## config.mk

```make
export PLATFORM = sky130hd
export DESIGN_NAME = driver_pedal_switch_fsm
export DESIGN_NICKNAME = d
export VERILOG_FILES = /design/src/rtl/core/pdl_pkg.sv /design/src/rtl/core/pdl_cfg.sv /design/src/rtl/core/pdl_step.sv /design/src/rtl/core/driver_pedal_switch_fsm.sv
export SDC_FILE = /design/constraint.sdc
export NUM_CORES = 1
export LEC_CHECK = 0
export BUFFER_PORTS_ARGS = -buffer_cell sky130_fd_sc_hd__buf_2
export CORE_UTILIZATION = 50
export CTS_BUF_LIST = sky130_fd_sc_hd__clkbuf_8
export DETAILED_ROUTE_END_ITERATION = 10
export GPL_TIMING_DRIVEN = 0
export PLACE_DENSITY = 0.72
export SYNTH_ARGS = -nofsm -noshare
export SYNTH_HDL_FRONTEND = slang
export SYNTH_SLANG_ARGS = --single-unit
```

## constraint.sdc

```tcl
create_clock -name clk -period 6.5 [get_ports clk]
set_clock_uncertainty 0.15 [all_clocks]
set_input_delay 1.3 -clock clk [delete_from_list [all_inputs] [get_ports clk]]
set_output_delay 1.3 -clock clk [all_outputs]
set_load 0.01 [all_outputs]
```

## src/rtl/core/pdl_pkg.sv

```systemverilog
// Shared types, codes and widths for the driver pedal-switch block.
package pdl_pkg;

	// fixed field widths
	localparam int ACCEL_W        = 17;
	localparam int STEP_W         = 16;
	localparam int TIME_PORT_W    = 20;
	localparam int TIME_WIDTH_DEF = 20;
	localparam int APB_AW         = 3;
	localparam int APB_DW         = 32;

	// register indexes, selected by paddr[2]
	localparam logic REG_RESIST = 1'b0;
	localparam logic REG_STEP   = 1'b1;

	// register reset values
	localparam logic signed [ACCEL_W-1:0] RESIST_RST = '0;
	localparam logic [STEP_W-1:0]         STEP_RST   = 16'd102;

	typedef enum logic [1:0] {
		FOOT_ACCEL = 2'd0,
		FOOT_BRAKE = 2'd1,
		FOOT_FREE  = 2'd2
	} foot_t;

	typedef enum logic [2:0] {
		ST_NO_CHANGE  = 3'd0,
		ST_CHANGING   = 3'd1,
		ST_CHANGED    = 3'd2,
		ST_IMMEDIATE  = 3'd3,
		ST_PLAN_DONE  = 3'd4
	} status_t;

	typedef enum logic {
		ACT_PLAN    = 1'b0,
		ACT_EXECUTE = 1'b1
	} action_t;

	// configuration register contents
	typedef struct packed {
		logic signed [ACCEL_W-1:0] accel_resistance;
		logic [STEP_W-1:0]         time_step;
	} pdl_cfg_t;

	// control part of the pedal state
	typedef struct packed {
		foot_t foot;
		foot_t target;
		logic  changing;
	} pdl_ctrl_t;

endpackage

```

## src/rtl/core/pdl_cfg.sv

```systemverilog
// APB-style configuration registers for the pedal-switch block.
module pdl_cfg (
	input  logic                           clk,
	input  logic                           arst_n,
	input  logic                           psel,
	input  logic                           penable,
	input  logic                           pwrite,
	input  logic [pdl_pkg::APB_AW-1:0]     paddr,
	input  logic [pdl_pkg::APB_DW-1:0]     pwdata,
	output logic [pdl_pkg::APB_DW-1:0]     prdata,
	output logic                           pready,
	output pdl_pkg::pdl_cfg_t              cfg
);
	import pdl_pkg::*;

	pdl_cfg_t cfg_q;
	logic     wr_en;
	logic     reg_sel;

	assign pready  = 1'b1;
	assign wr_en   = psel && penable && pwrite;
	assign reg_sel = paddr[2];

	// write the selected register on the access cycle
	always_ff @(posedge clk or negedge arst_n) begin
		if (!arst_n) begin
			cfg_q.accel_resistance <= RESIST_RST;
			cfg_q.time_step        <= STEP_RST;
		end else if (wr_en) begin
			case (reg_sel)
				REG_RESIST: cfg_q.accel_resistance <= signed'(pwdata[ACCEL_W-1:0]);
				REG_STEP:   cfg_q.time_step        <= pwdata[STEP_W-1:0];
				default:    cfg_q.time_step        <= cfg_q.time_step;
			endcase
		end
	end

	// return the register value, resistance sign-extended
	always_comb begin
		case (reg_sel)
			REG_RESIST: prdata = APB_DW'(cfg_q.accel_resistance);
			REG_STEP:   prdata = APB_DW'(cfg_q.time_step);
			default:    prdata = '0;
		endcase
	end

	assign cfg = cfg_q;

endmodule

```

## src/rtl/core/pdl_step.sv

```systemverilog
// Next-state logic of the pedal switch: plan and execute for one transaction.
module pdl_step #(
	parameter int TIME_WIDTH = pdl_pkg::TIME_WIDTH_DEF
) (
	input  pdl_pkg::pdl_cfg_t                    cfg,
	input  logic                                 action,
	input  logic signed [pdl_pkg::ACCEL_W-1:0]   next_accel,
	input  logic [pdl_pkg::TIME_PORT_W-1:0]      accel_to_brake_time,
	input  logic [pdl_pkg::TIME_PORT_W-1:0]      brake_to_accel_time,
	input  logic                                 recognition_hit,
	input  pdl_pkg::pdl_ctrl_t                   ctrl_cur,
	input  logic [TIME_WIDTH-1:0]                elapsed_cur,
	input  logic [TIME_WIDTH-1:0]                needed_cur,
	output pdl_pkg::pdl_ctrl_t                   ctrl_nxt,
	output logic [TIME_WIDTH-1:0]                elapsed_nxt,
	output logic [TIME_WIDTH-1:0]                needed_nxt,
	output pdl_pkg::status_t                     status
);
	import pdl_pkg::*;

	localparam int CW = (TIME_WIDTH > TIME_PORT_W) ? TIME_WIDTH : TIME_PORT_W;
	localparam int SW = ((TIME_WIDTH > STEP_W) ? TIME_WIDTH : STEP_W) + 1;

	logic [TIME_WIDTH-1:0]     tmax;
	logic [CW-1:0]             tmax_c;
	logic [CW-1:0]             a2b_c;
	logic [CW-1:0]             b2a_c;
	logic [TIME_WIDTH-1:0]     a2b;
	logic [TIME_WIDTH-1:0]     b2a;
	logic [SW-1:0]             el_sum;
	logic [TIME_WIDTH-1:0]     el_grown;
	logic signed [ACCEL_W:0]   margin;
	logic                      gt;
	logic                      lt;
	logic                      keep;
	logic                      opp;
	foot_t                     want;
	foot_t                     other;
	logic [TIME_WIDTH-1:0]     full;

	// saturate the incoming times to the time width
	assign tmax   = '1;
	assign tmax_c = CW'(tmax);
	assign a2b_c  = CW'(accel_to_brake_time);
	assign b2a_c  = CW'(brake_to_accel_time);
	assign a2b    = (a2b_c > tmax_c) ? tmax : a2b_c[TIME_WIDTH-1:0];
	assign b2a    = (b2a_c > tmax_c) ? tmax : b2a_c[TIME_WIDTH-1:0];

	// grow the elapsed time while switching, saturating
	assign el_sum   = SW'(elapsed_cur) + SW'(cfg.time_step);
	assign el_grown = !ctrl_cur.changing ? elapsed_cur :
		(el_sum > SW'(tmax)) ? tmax : el_sum[TIME_WIDTH-1:0];

	// compare against minus the resistance: next + resistance against zero
	assign margin = {next_accel[ACCEL_W-1], next_accel}
		+ {cfg.accel_resistance[ACCEL_W-1], cfg.accel_resistance};
	assign lt     = margin[ACCEL_W];
	assign gt     = !margin[ACCEL_W] && (margin != '0);

	assign keep  = (ctrl_cur.foot == FOOT_ACCEL) ? gt : lt;
	assign opp   = (ctrl_cur.foot == FOOT_ACCEL) ? lt : gt;
	assign want  = gt ? FOOT_ACCEL : FOOT_BRAKE;
	assign other = gt ? FOOT_BRAKE : FOOT_ACCEL;
	assign full  = gt ? b2a : a2b;

	always_comb begin
		ctrl_nxt    = ctrl_cur;
		elapsed_nxt = elapsed_cur;
		needed_nxt  = needed_cur;
		status      = ST_NO_CHANGE;
		if (action == ACT_PLAN) begin
			status      = ST_PLAN_DONE;
			elapsed_nxt = el_grown;
			case (ctrl_cur.foot)
				FOOT_ACCEL, FOOT_BRAKE: begin
					if (keep) begin
						ctrl_nxt.changing = 1'b0;
						elapsed_nxt       = '0;
						ctrl_nxt.target   = ctrl_cur.foot;
					end else if (opp) begin
						ctrl_nxt.changing = 1'b1;
						needed_nxt        = (ctrl_cur.foot == FOOT_ACCEL) ? a2b : b2a;
						ctrl_nxt.target   = (ctrl_cur.foot == FOOT_ACCEL) ?
							FOOT_BRAKE : FOOT_ACCEL;
					end else begin
						ctrl_nxt.changing = 1'b1;
						needed_nxt        = '0;
						ctrl_nxt.target   = FOOT_FREE;
					end
				end
				FOOT_FREE: begin
					if (!gt && !lt) begin
						ctrl_nxt.changing = 1'b0;
						elapsed_nxt       = '0;
						ctrl_nxt.target   = FOOT_FREE;
					end else if (ctrl_cur.target != want) begin
						// reverse a half-done switch or start from free
						if (ctrl_cur.target == other) begin
							needed_nxt = (el_grown < full) ? el_grown : full;
						end else if (ctrl_cur.target == FOOT_FREE) begin
							needed_nxt = full >> 1;
						end
						ctrl_nxt.changing = 1'b1;
						elapsed_nxt       = '0;
						ctrl_nxt.target   = want;
					end
				end
				default: begin
					ctrl_nxt = ctrl_cur;
				end
			endcase
		end else begin
			if (ctrl_cur.changing) begin
				if (elapsed_cur >= needed_cur) begin
					ctrl_nxt.changing = 1'b0;
					elapsed_nxt       = '0;
					ctrl_nxt.foot     = ctrl_cur.target;
					status            = ST_CHANGED;
				end else begin
					ctrl_nxt.foot = FOOT_FREE;
					status        = ST_CHANGING;
				end
			end else if (recognition_hit) begin
				ctrl_nxt.changing = 1'b0;
				elapsed_nxt       = '0;
				ctrl_nxt.foot     = ctrl_cur.target;
				status            = ST_IMMEDIATE;
			end
		end
	end

endmodule

```

## src/rtl/core/driver_pedal_switch_fsm.sv

```systemverilog
// Top level of the driver pedal-switch block: input register, state, result register.
//
//  channel | handshake            | payload
//  --------+----------------------+---------------------------------------------
//  in      | in_valid / in_stall  | action, next_accel, *_time, recognition_hit
//  out     | out_valid / out_stall| status, foot_now, foot_target, switching, times
//  cfg     | psel/penable/pwrite  | paddr, pwdata, prdata (pready tied high)
//
// One transaction per cycle unless the output stalls; the result is registered.
// The plan/execute logic runs between the input register and the result register,
// with the pedal state updated in the same cycle the result register loads.
// Reset puts the foot and target free, clears the switch flag and both times.
// A stalled output holds the result and stalls the input once the input register fills.
module driver_pedal_switch_fsm #(
	parameter int TIME_WIDTH = pdl_pkg::TIME_WIDTH_DEF
) (
	input  logic                                 clk,
	input  logic                                 arst_n,
	input  logic                                 psel,
	input  logic                                 penable,
	input  logic                                 pwrite,
	input  logic [pdl_pkg::APB_AW-1:0]           paddr,
	input  logic [pdl_pkg::APB_DW-1:0]           pwdata,
	output logic [pdl_pkg::APB_DW-1:0]           prdata,
	output logic                                 pready,
	input  logic                                 in_valid,
	output logic                                 in_stall,
	input  logic                                 action,
	input  logic signed [pdl_pkg::ACCEL_W-1:0]   next_accel,
	input  logic [pdl_pkg::TIME_PORT_W-1:0]      accel_to_brake_time,
	input  logic [pdl_pkg::TIME_PORT_W-1:0]      brake_to_accel_time,
	input  logic                                 recognition_hit,
	output logic                                 out_valid,
	input  logic                                 out_stall,
	output logic [2:0]                           status,
	output logic [1:0]                           foot_now,
	output logic [1:0]                           foot_target,
	output logic                                 switching,
	output logic [pdl_pkg::TIME_PORT_W-1:0]      time_spent,
	output logic [pdl_pkg::TIME_PORT_W-1:0]      time_required
);
	import pdl_pkg::*;

	localparam int CW = (TIME_WIDTH > TIME_PORT_W) ? TIME_WIDTH : TIME_PORT_W;

	pdl_cfg_t                  cfg;

	logic                      valid_s1;
	logic                      action_s1;
	logic signed [ACCEL_W-1:0] next_accel_s1;
	logic [TIME_PORT_W-1:0]    a2b_s1;
	logic [TIME_PORT_W-1:0]    b2a_s1;
	logic                      hit_s1;

	pdl_ctrl_t                 ctrl_q;
	logic [TIME_WIDTH-1:0]     elapsed_q;
	logic [TIME_WIDTH-1:0]     needed_q;

	pdl_ctrl_t                 ctrl_nxt;
	logic [TIME_WIDTH-1:0]     elapsed_nxt;
	logic [TIME_WIDTH-1:0]     needed_nxt;
	status_t                   status_nxt;
	logic [CW-1:0]             elapsed_ext;
	logic [CW-1:0]             needed_ext;

	logic                      out_valid_q;
	logic [2:0]                status_q;
	logic [1:0]                foot_now_q;
	logic [1:0]                foot_target_q;
	logic                      switching_q;
	logic [TIME_PORT_W-1:0]    time_spent_q;
	logic [TIME_PORT_W-1:0]    time_required_q;

	logic                      advance;
	logic                      fire;
	logic                      in_take;

	pdl_cfg u_cfg (
		.clk     (clk),
		.arst_n  (arst_n),
		.psel    (psel),
		.penable (penable),
		.pwrite  (pwrite),
		.paddr   (paddr),
		.pwdata  (pwdata),
		.prdata  (prdata),
		.pready  (pready),
		.cfg     (cfg)
	);

	pdl_step #(
		.TIME_WIDTH (TIME_WIDTH)
	) u_step (
		.cfg                 (cfg),
		.action              (action_s1),
		.next_accel          (next_accel_s1),
		.accel_to_brake_time (a2b_s1),
		.brake_to_accel_time (b2a_s1),
		.recognition_hit     (hit_s1),
		.ctrl_cur            (ctrl_q),
		.elapsed_cur         (elapsed_q),
		.needed_cur          (needed_q),
		.ctrl_nxt            (ctrl_nxt),
		.elapsed_nxt         (elapsed_nxt),
		.needed_nxt          (needed_nxt),
		.status              (status_nxt)
	);

	// handshake: the result register frees up when empty or taken
	assign advance  = !out_valid_q || !out_stall;
	assign fire     = valid_s1 && advance;
	assign in_stall = valid_s1 && !advance;
	assign in_take  = in_valid && !in_stall;

	// hold the accepted transaction in the input register
	always_ff @(posedge clk or negedge arst_n) begin
		if (!arst_n) begin
			valid_s1 <= 1'b0;
		end else if (advance || !valid_s1) begin
			valid_s1 <= in_take;
		end
	end

	always_ff @(posedge clk) begin
		if (in_take) begin
			action_s1     <= action;
			next_accel_s1 <= next_accel;
			a2b_s1        <= accel_to_brake_time;
			b2a_s1        <= brake_to_accel_time;
			hit_s1        <= recognition_hit;
		end
	end

	// advance the pedal state once per transaction
	always_ff @(posedge clk or negedge arst_n) begin
		if (!arst_n) begin
			ctrl_q.foot     <= FOOT_FREE;
			ctrl_q.target   <= FOOT_FREE;
			ctrl_q.changing <= 1'b0;
			elapsed_q       <= '0;
			needed_q        <= '0;
		end else if (fire) begin
			ctrl_q    <= ctrl_nxt;
			elapsed_q <= elapsed_nxt;
			needed_q  <= needed_nxt;
		end
	end

	assign elapsed_ext = CW'(elapsed_nxt);
	assign needed_ext  = CW'(needed_nxt);

	// load the result register
	always_ff @(posedge clk or negedge arst_n) begin
		if (!arst_n) begin
			out_valid_q <= 1'b0;
		end else if (advance) begin
			out_valid_q <= valid_s1;
		end
	end

	always_ff @(posedge clk) begin
		if (fire) begin
			status_q        <= status_nxt;
			foot_now_q      <= ctrl_nxt.foot;
			foot_target_q   <= ctrl_nxt.target;
			switching_q     <= ctrl_nxt.changing;
			time_spent_q    <= elapsed_ext[TIME_PORT_W-1:0];
			time_required_q <= needed_ext[TIME_PORT_W-1:0];
		end
	end

	assign out_valid     = out_valid_q;
	assign status        = status_q;
	assign foot_now      = foot_now_q;
	assign foot_target   = foot_target_q;
	assign switching     = switching_q;
	assign time_spent    = time_spent_q;
	assign time_required = time_required_q;

endmodule

```

==> reports/metrics.yaml <==
cts_buffer_depth: 2
synth.avg_cell_area_sq_um: 10.57
clock_sinks: 187
grt_pass1_vias: 9135
synth_edf_count: 107
syn_inst: 1095
power_per_cell_area_nw_per_um2: 419.5
fin_crit_sh: 0.9711
antenna_found_initial: 0
hold_class: "flip-flop to flip-flop"
drt_pass1_iterations: 8
drc: 0
n_antenna_cell: 0
die_y_um: 154.2
globalRouteTotalUtil: 0.2745
min_from: "valid_s1"
cts_root_buffer: "clkbuf_8"
ys_ff_latch: 187
synth_xor_area_frac: 0.01589
vias: 9916
htreeDepth: 4
place_ws_ns: -0.3886
reg2reg_to: "time_required[0]"
reg2reg_from: "u_cfg.cfg[20]"
vias_per_cell: 6.198
synth.yosys.seq_area_share: 0.4511
muxShareOfSynthArea: 0.07955
crit_fanout: 10
ys_types: 78
routed_wirelength_um: 32580
grt_pass1_wl_um: 50170
routedWlPerCell_um: 20.37
ys_async_sr_fraction: 0.4278
ff2ff_setup_slack_ns: 0.19
mappedNetlistArea_sq_um: 11580
status: "finished clean"
clk_pin_slew_ns: 0.10
drive_above_1_share: 0.2829
die_w_um: 154.2
p_leak_nw: 5.968
placed_area_sq_um: 12830
port_buffers: 165
ys.flop_type: "edfxtp_1"
peakVddDrop_mv: 0.1945
initial_utilization: 0.5113
min_path_cells: 1
fillers: 1919
rsz0062_at_grt: "no"
setup_violations: 0
finalWorstSetupSlack_ns: 0.1876
clock_latency_ns: 0.51
grt_remaining_overflow: 0
drv_slew: 0
first_iter_violations: 836
hpwl_um: 24390
reg2reg_depth: 25
path_class: "flip-flop to flip-flop"
die_area_sq_um: 23770
hold_viol_final: 0
synth_adder_area_share: 0.08128
tns_ns: 0
yosys_warnings: 0
postLayoutCellArea_sq_um: 13660
arrival_ns: 6.36
relSlewSlack: 0.3470
crit_path_end_kind: "flip-flop"
fmax_mhz: 158.4
start_kind: "flip-flop"
gp_congestion: 0.9354
critPathRequiredTime_ns: 6.54
maxCapViolCount: 0
area_growth_pct: 18.00
syn-num-nets: 1270
rows: 55
tritoncts: "built"
synth_compound_area_frac: 0.2245
antenna_left: 0
synth_top_area_frac: 0.2776
synth_simple_gate_area_frac: 0.1003
timing.hold.ws_ns: 0.3537
min_period_ns: 6.312
layout.nets: 1477
yosysTopAreaCell: "edfxtp_1"
whs_endpoint: "out_valid"
ys_top_cells_by_area: "edfxtp_1, dfrtp_1, ha_1"
synth_top_family_by_area: "compound AO/OA/AOI/OAI gates"
io_pins: 184
cts_buffers: 17
tightest_slew_ns: 0.9794
grt_max_degree: 48
fp.coreArea_sq_um: 22640
==> state kept, by name (all words and copies together) (netlist names), 3 cells and up <==
signal	count
time_spent	20
next_accel_s1	17
needed_q	20
status	3
a2b_s1	20
b2a_s1	20
time_required	20
ctrl_q	5
u_cfg.cfg	33
elapsed_q	20
==> power by group <==
part           internal, mW  switching [mW]  total [mW]  leakage (nW)
sequential             1.59           0.240        1.83          1.98
clock                 0.290           0.476       0.766         0.190
combinational          1.31            1.83        3.14          3.80
total                  3.19            2.54        5.73          5.97
==> cell usage after synthesis (6+ instances only) <==
library cell and instances:
dfrtp_1 74, a21oi_1 75, nor3_1 16, a22oi_1 8, a31oi_1 7, or3_1 8
o21a_1 17, nor2b_1 10, a211oi_1 13, mux2i_1 29, nand3_1 14, clkbuf_1 35
nand2_1 93, a221oi_1 8, o211ai_1 18, mux2_2 56, dfstp_2 6, inv_1 49
o22ai_1 11, a22o_1 33, o2bb2ai_1 10, and3_1 6, xor2_1 8, xnor2_1 13
o32ai_1 7, edfxtp_1 107, buf_4 17, o22a_1 17, buf_2 6, nor2_1 48
nand2b_1 15, a21o_1 35, ha_1 72, o21ai_0 62, nand4_1 6
==> metal layers <==
metal  wire [um]  GRT usage  up-vias
met5           0          0        -
met1       14450     0.3902     4795
li1            -          -     4577
met2       14500     0.4203      463
met4         995    0.09000        0
met3        2642    0.05355       81
==> cell families (layout without fill, tap and decap cells) <==
logic type | count (synthesis) | in the layout
AO/OA/AOI/OAI | 370 | 370
other | 1 | 1
AND/OR/NAND/NOR | 242 | 243
adder cells (fa/ha/maj) | 74 | 74
XOR/XNOR | 21 | 21
flip-flops | 187 | 187
multiplexers | 85 | 85
buffers and inverters | 115 | 334
==> cells in the final DEF, fill, tap and decap left out, types with 6 or more instances in the layout <==
master       n
a22oi_1      8
o21ai_0     60
a22o_1      33
a21oi_1     69
nand2b_1    15
xor2_1       8
o22a_1      17
o32ai_1      7
inv_1       49
a221oi_1     7
nand3_1     14
edfxtp_1   107
and3_1       6
dfrtp_1     74
mux2i_1     24
mux2_2      56
nor2b_1      9
xnor2_1     13
buf_4       38
nor3_1      15
a211oi_1     9
clkbuf_1    31
nand4_1      6
dfstp_2      6
a21o_1      35
clkbuf_8    18
o211ai_1    18
a21oi_2      6
or3_1        7
o2bb2ai_1   10
nor2_1      48
nand2_1     93
o22ai_1     11
buf_2      169
o21a_1      17
ha_1        68
==> worst max path at each step <==
stage	from	endpoint	slack (ns)	cells past startpoint
after floorplan	u_cfg.cfg[16]	time_required[10]	0.47	28
after global placement	u_cfg.cfg[16]	time_required[11]	-0.34	28
after detailed placement	u_cfg.cfg[16]	time_required[11]	-0.39	28
after CTS	u_cfg.cfg[16]	time_required[1]	0.02	28
after global routing	u_cfg.cfg[16]	time_required[14]	0.0007	28
final	u_cfg.cfg[20]	time_required[0]	0.19	25
==> final cells by class <==
class	instances	area [sq um]	area share
buffer	62	354.1	0.02592
tap	285	356.6	0.02611
sequential	187	5223	0.3823
timing repair buffer	190	1091	0.07988
clock buffer	18	247.7	0.01814
multi-input combinational	794	6066	0.4441
inverter	50	187.7	0.01374
clock inverter	14	133.9	0.009801
==> metrics by stage <==
stage	utilization	total power, mW	instances
6_report	0.6033	5.730	1600
5_1_grt	0.6033	6.086	1600
4_1_cts	0.5895	5.528	1584
3_5_place_dp	0.5667	4.703	1548
3_3_place_gp	0.5635	4.646	1545
2_1_floorplan	-	3.845	1095
==> critical path: stages (launching register included) <==
cell       delay (ns)
dfrtp_1          0.43
ha_4             0.28
a21o_1           0.22
a31oi_4          0.16
a21oi_1          0.09
or3_1            0.36
a2111oi_4        0.41
o2111ai_2        0.20
or3_4            0.49
nand2_8          0.14
buf_12           0.14
buf_12           0.12
mux2i_1          0.55
ha_1             0.23
nand4_1          0.11
nor3_1           0.34
o211ai_1         0.18
inv_1            0.08
nand2_1          0.07
nor2_1           0.10
a21oi_1          0.07
a21bo_2          0.26
buf_6            0.16
mux2_2           0.35
o21ai_0          0.15
a21oi_1          0.12
==> timing repair <==
item | 4_1_cts | 5_1_grt
pin swaps | 2 | 14
hold buffers | 0 | 0
endpoints found under the setup margin | 40 | 39
gates resized for setup | 17 | 35
gates cloned | 0 | 2
buffers inserted | 4 | 17
Note: power is estimated with default switching activity, not from simulation.
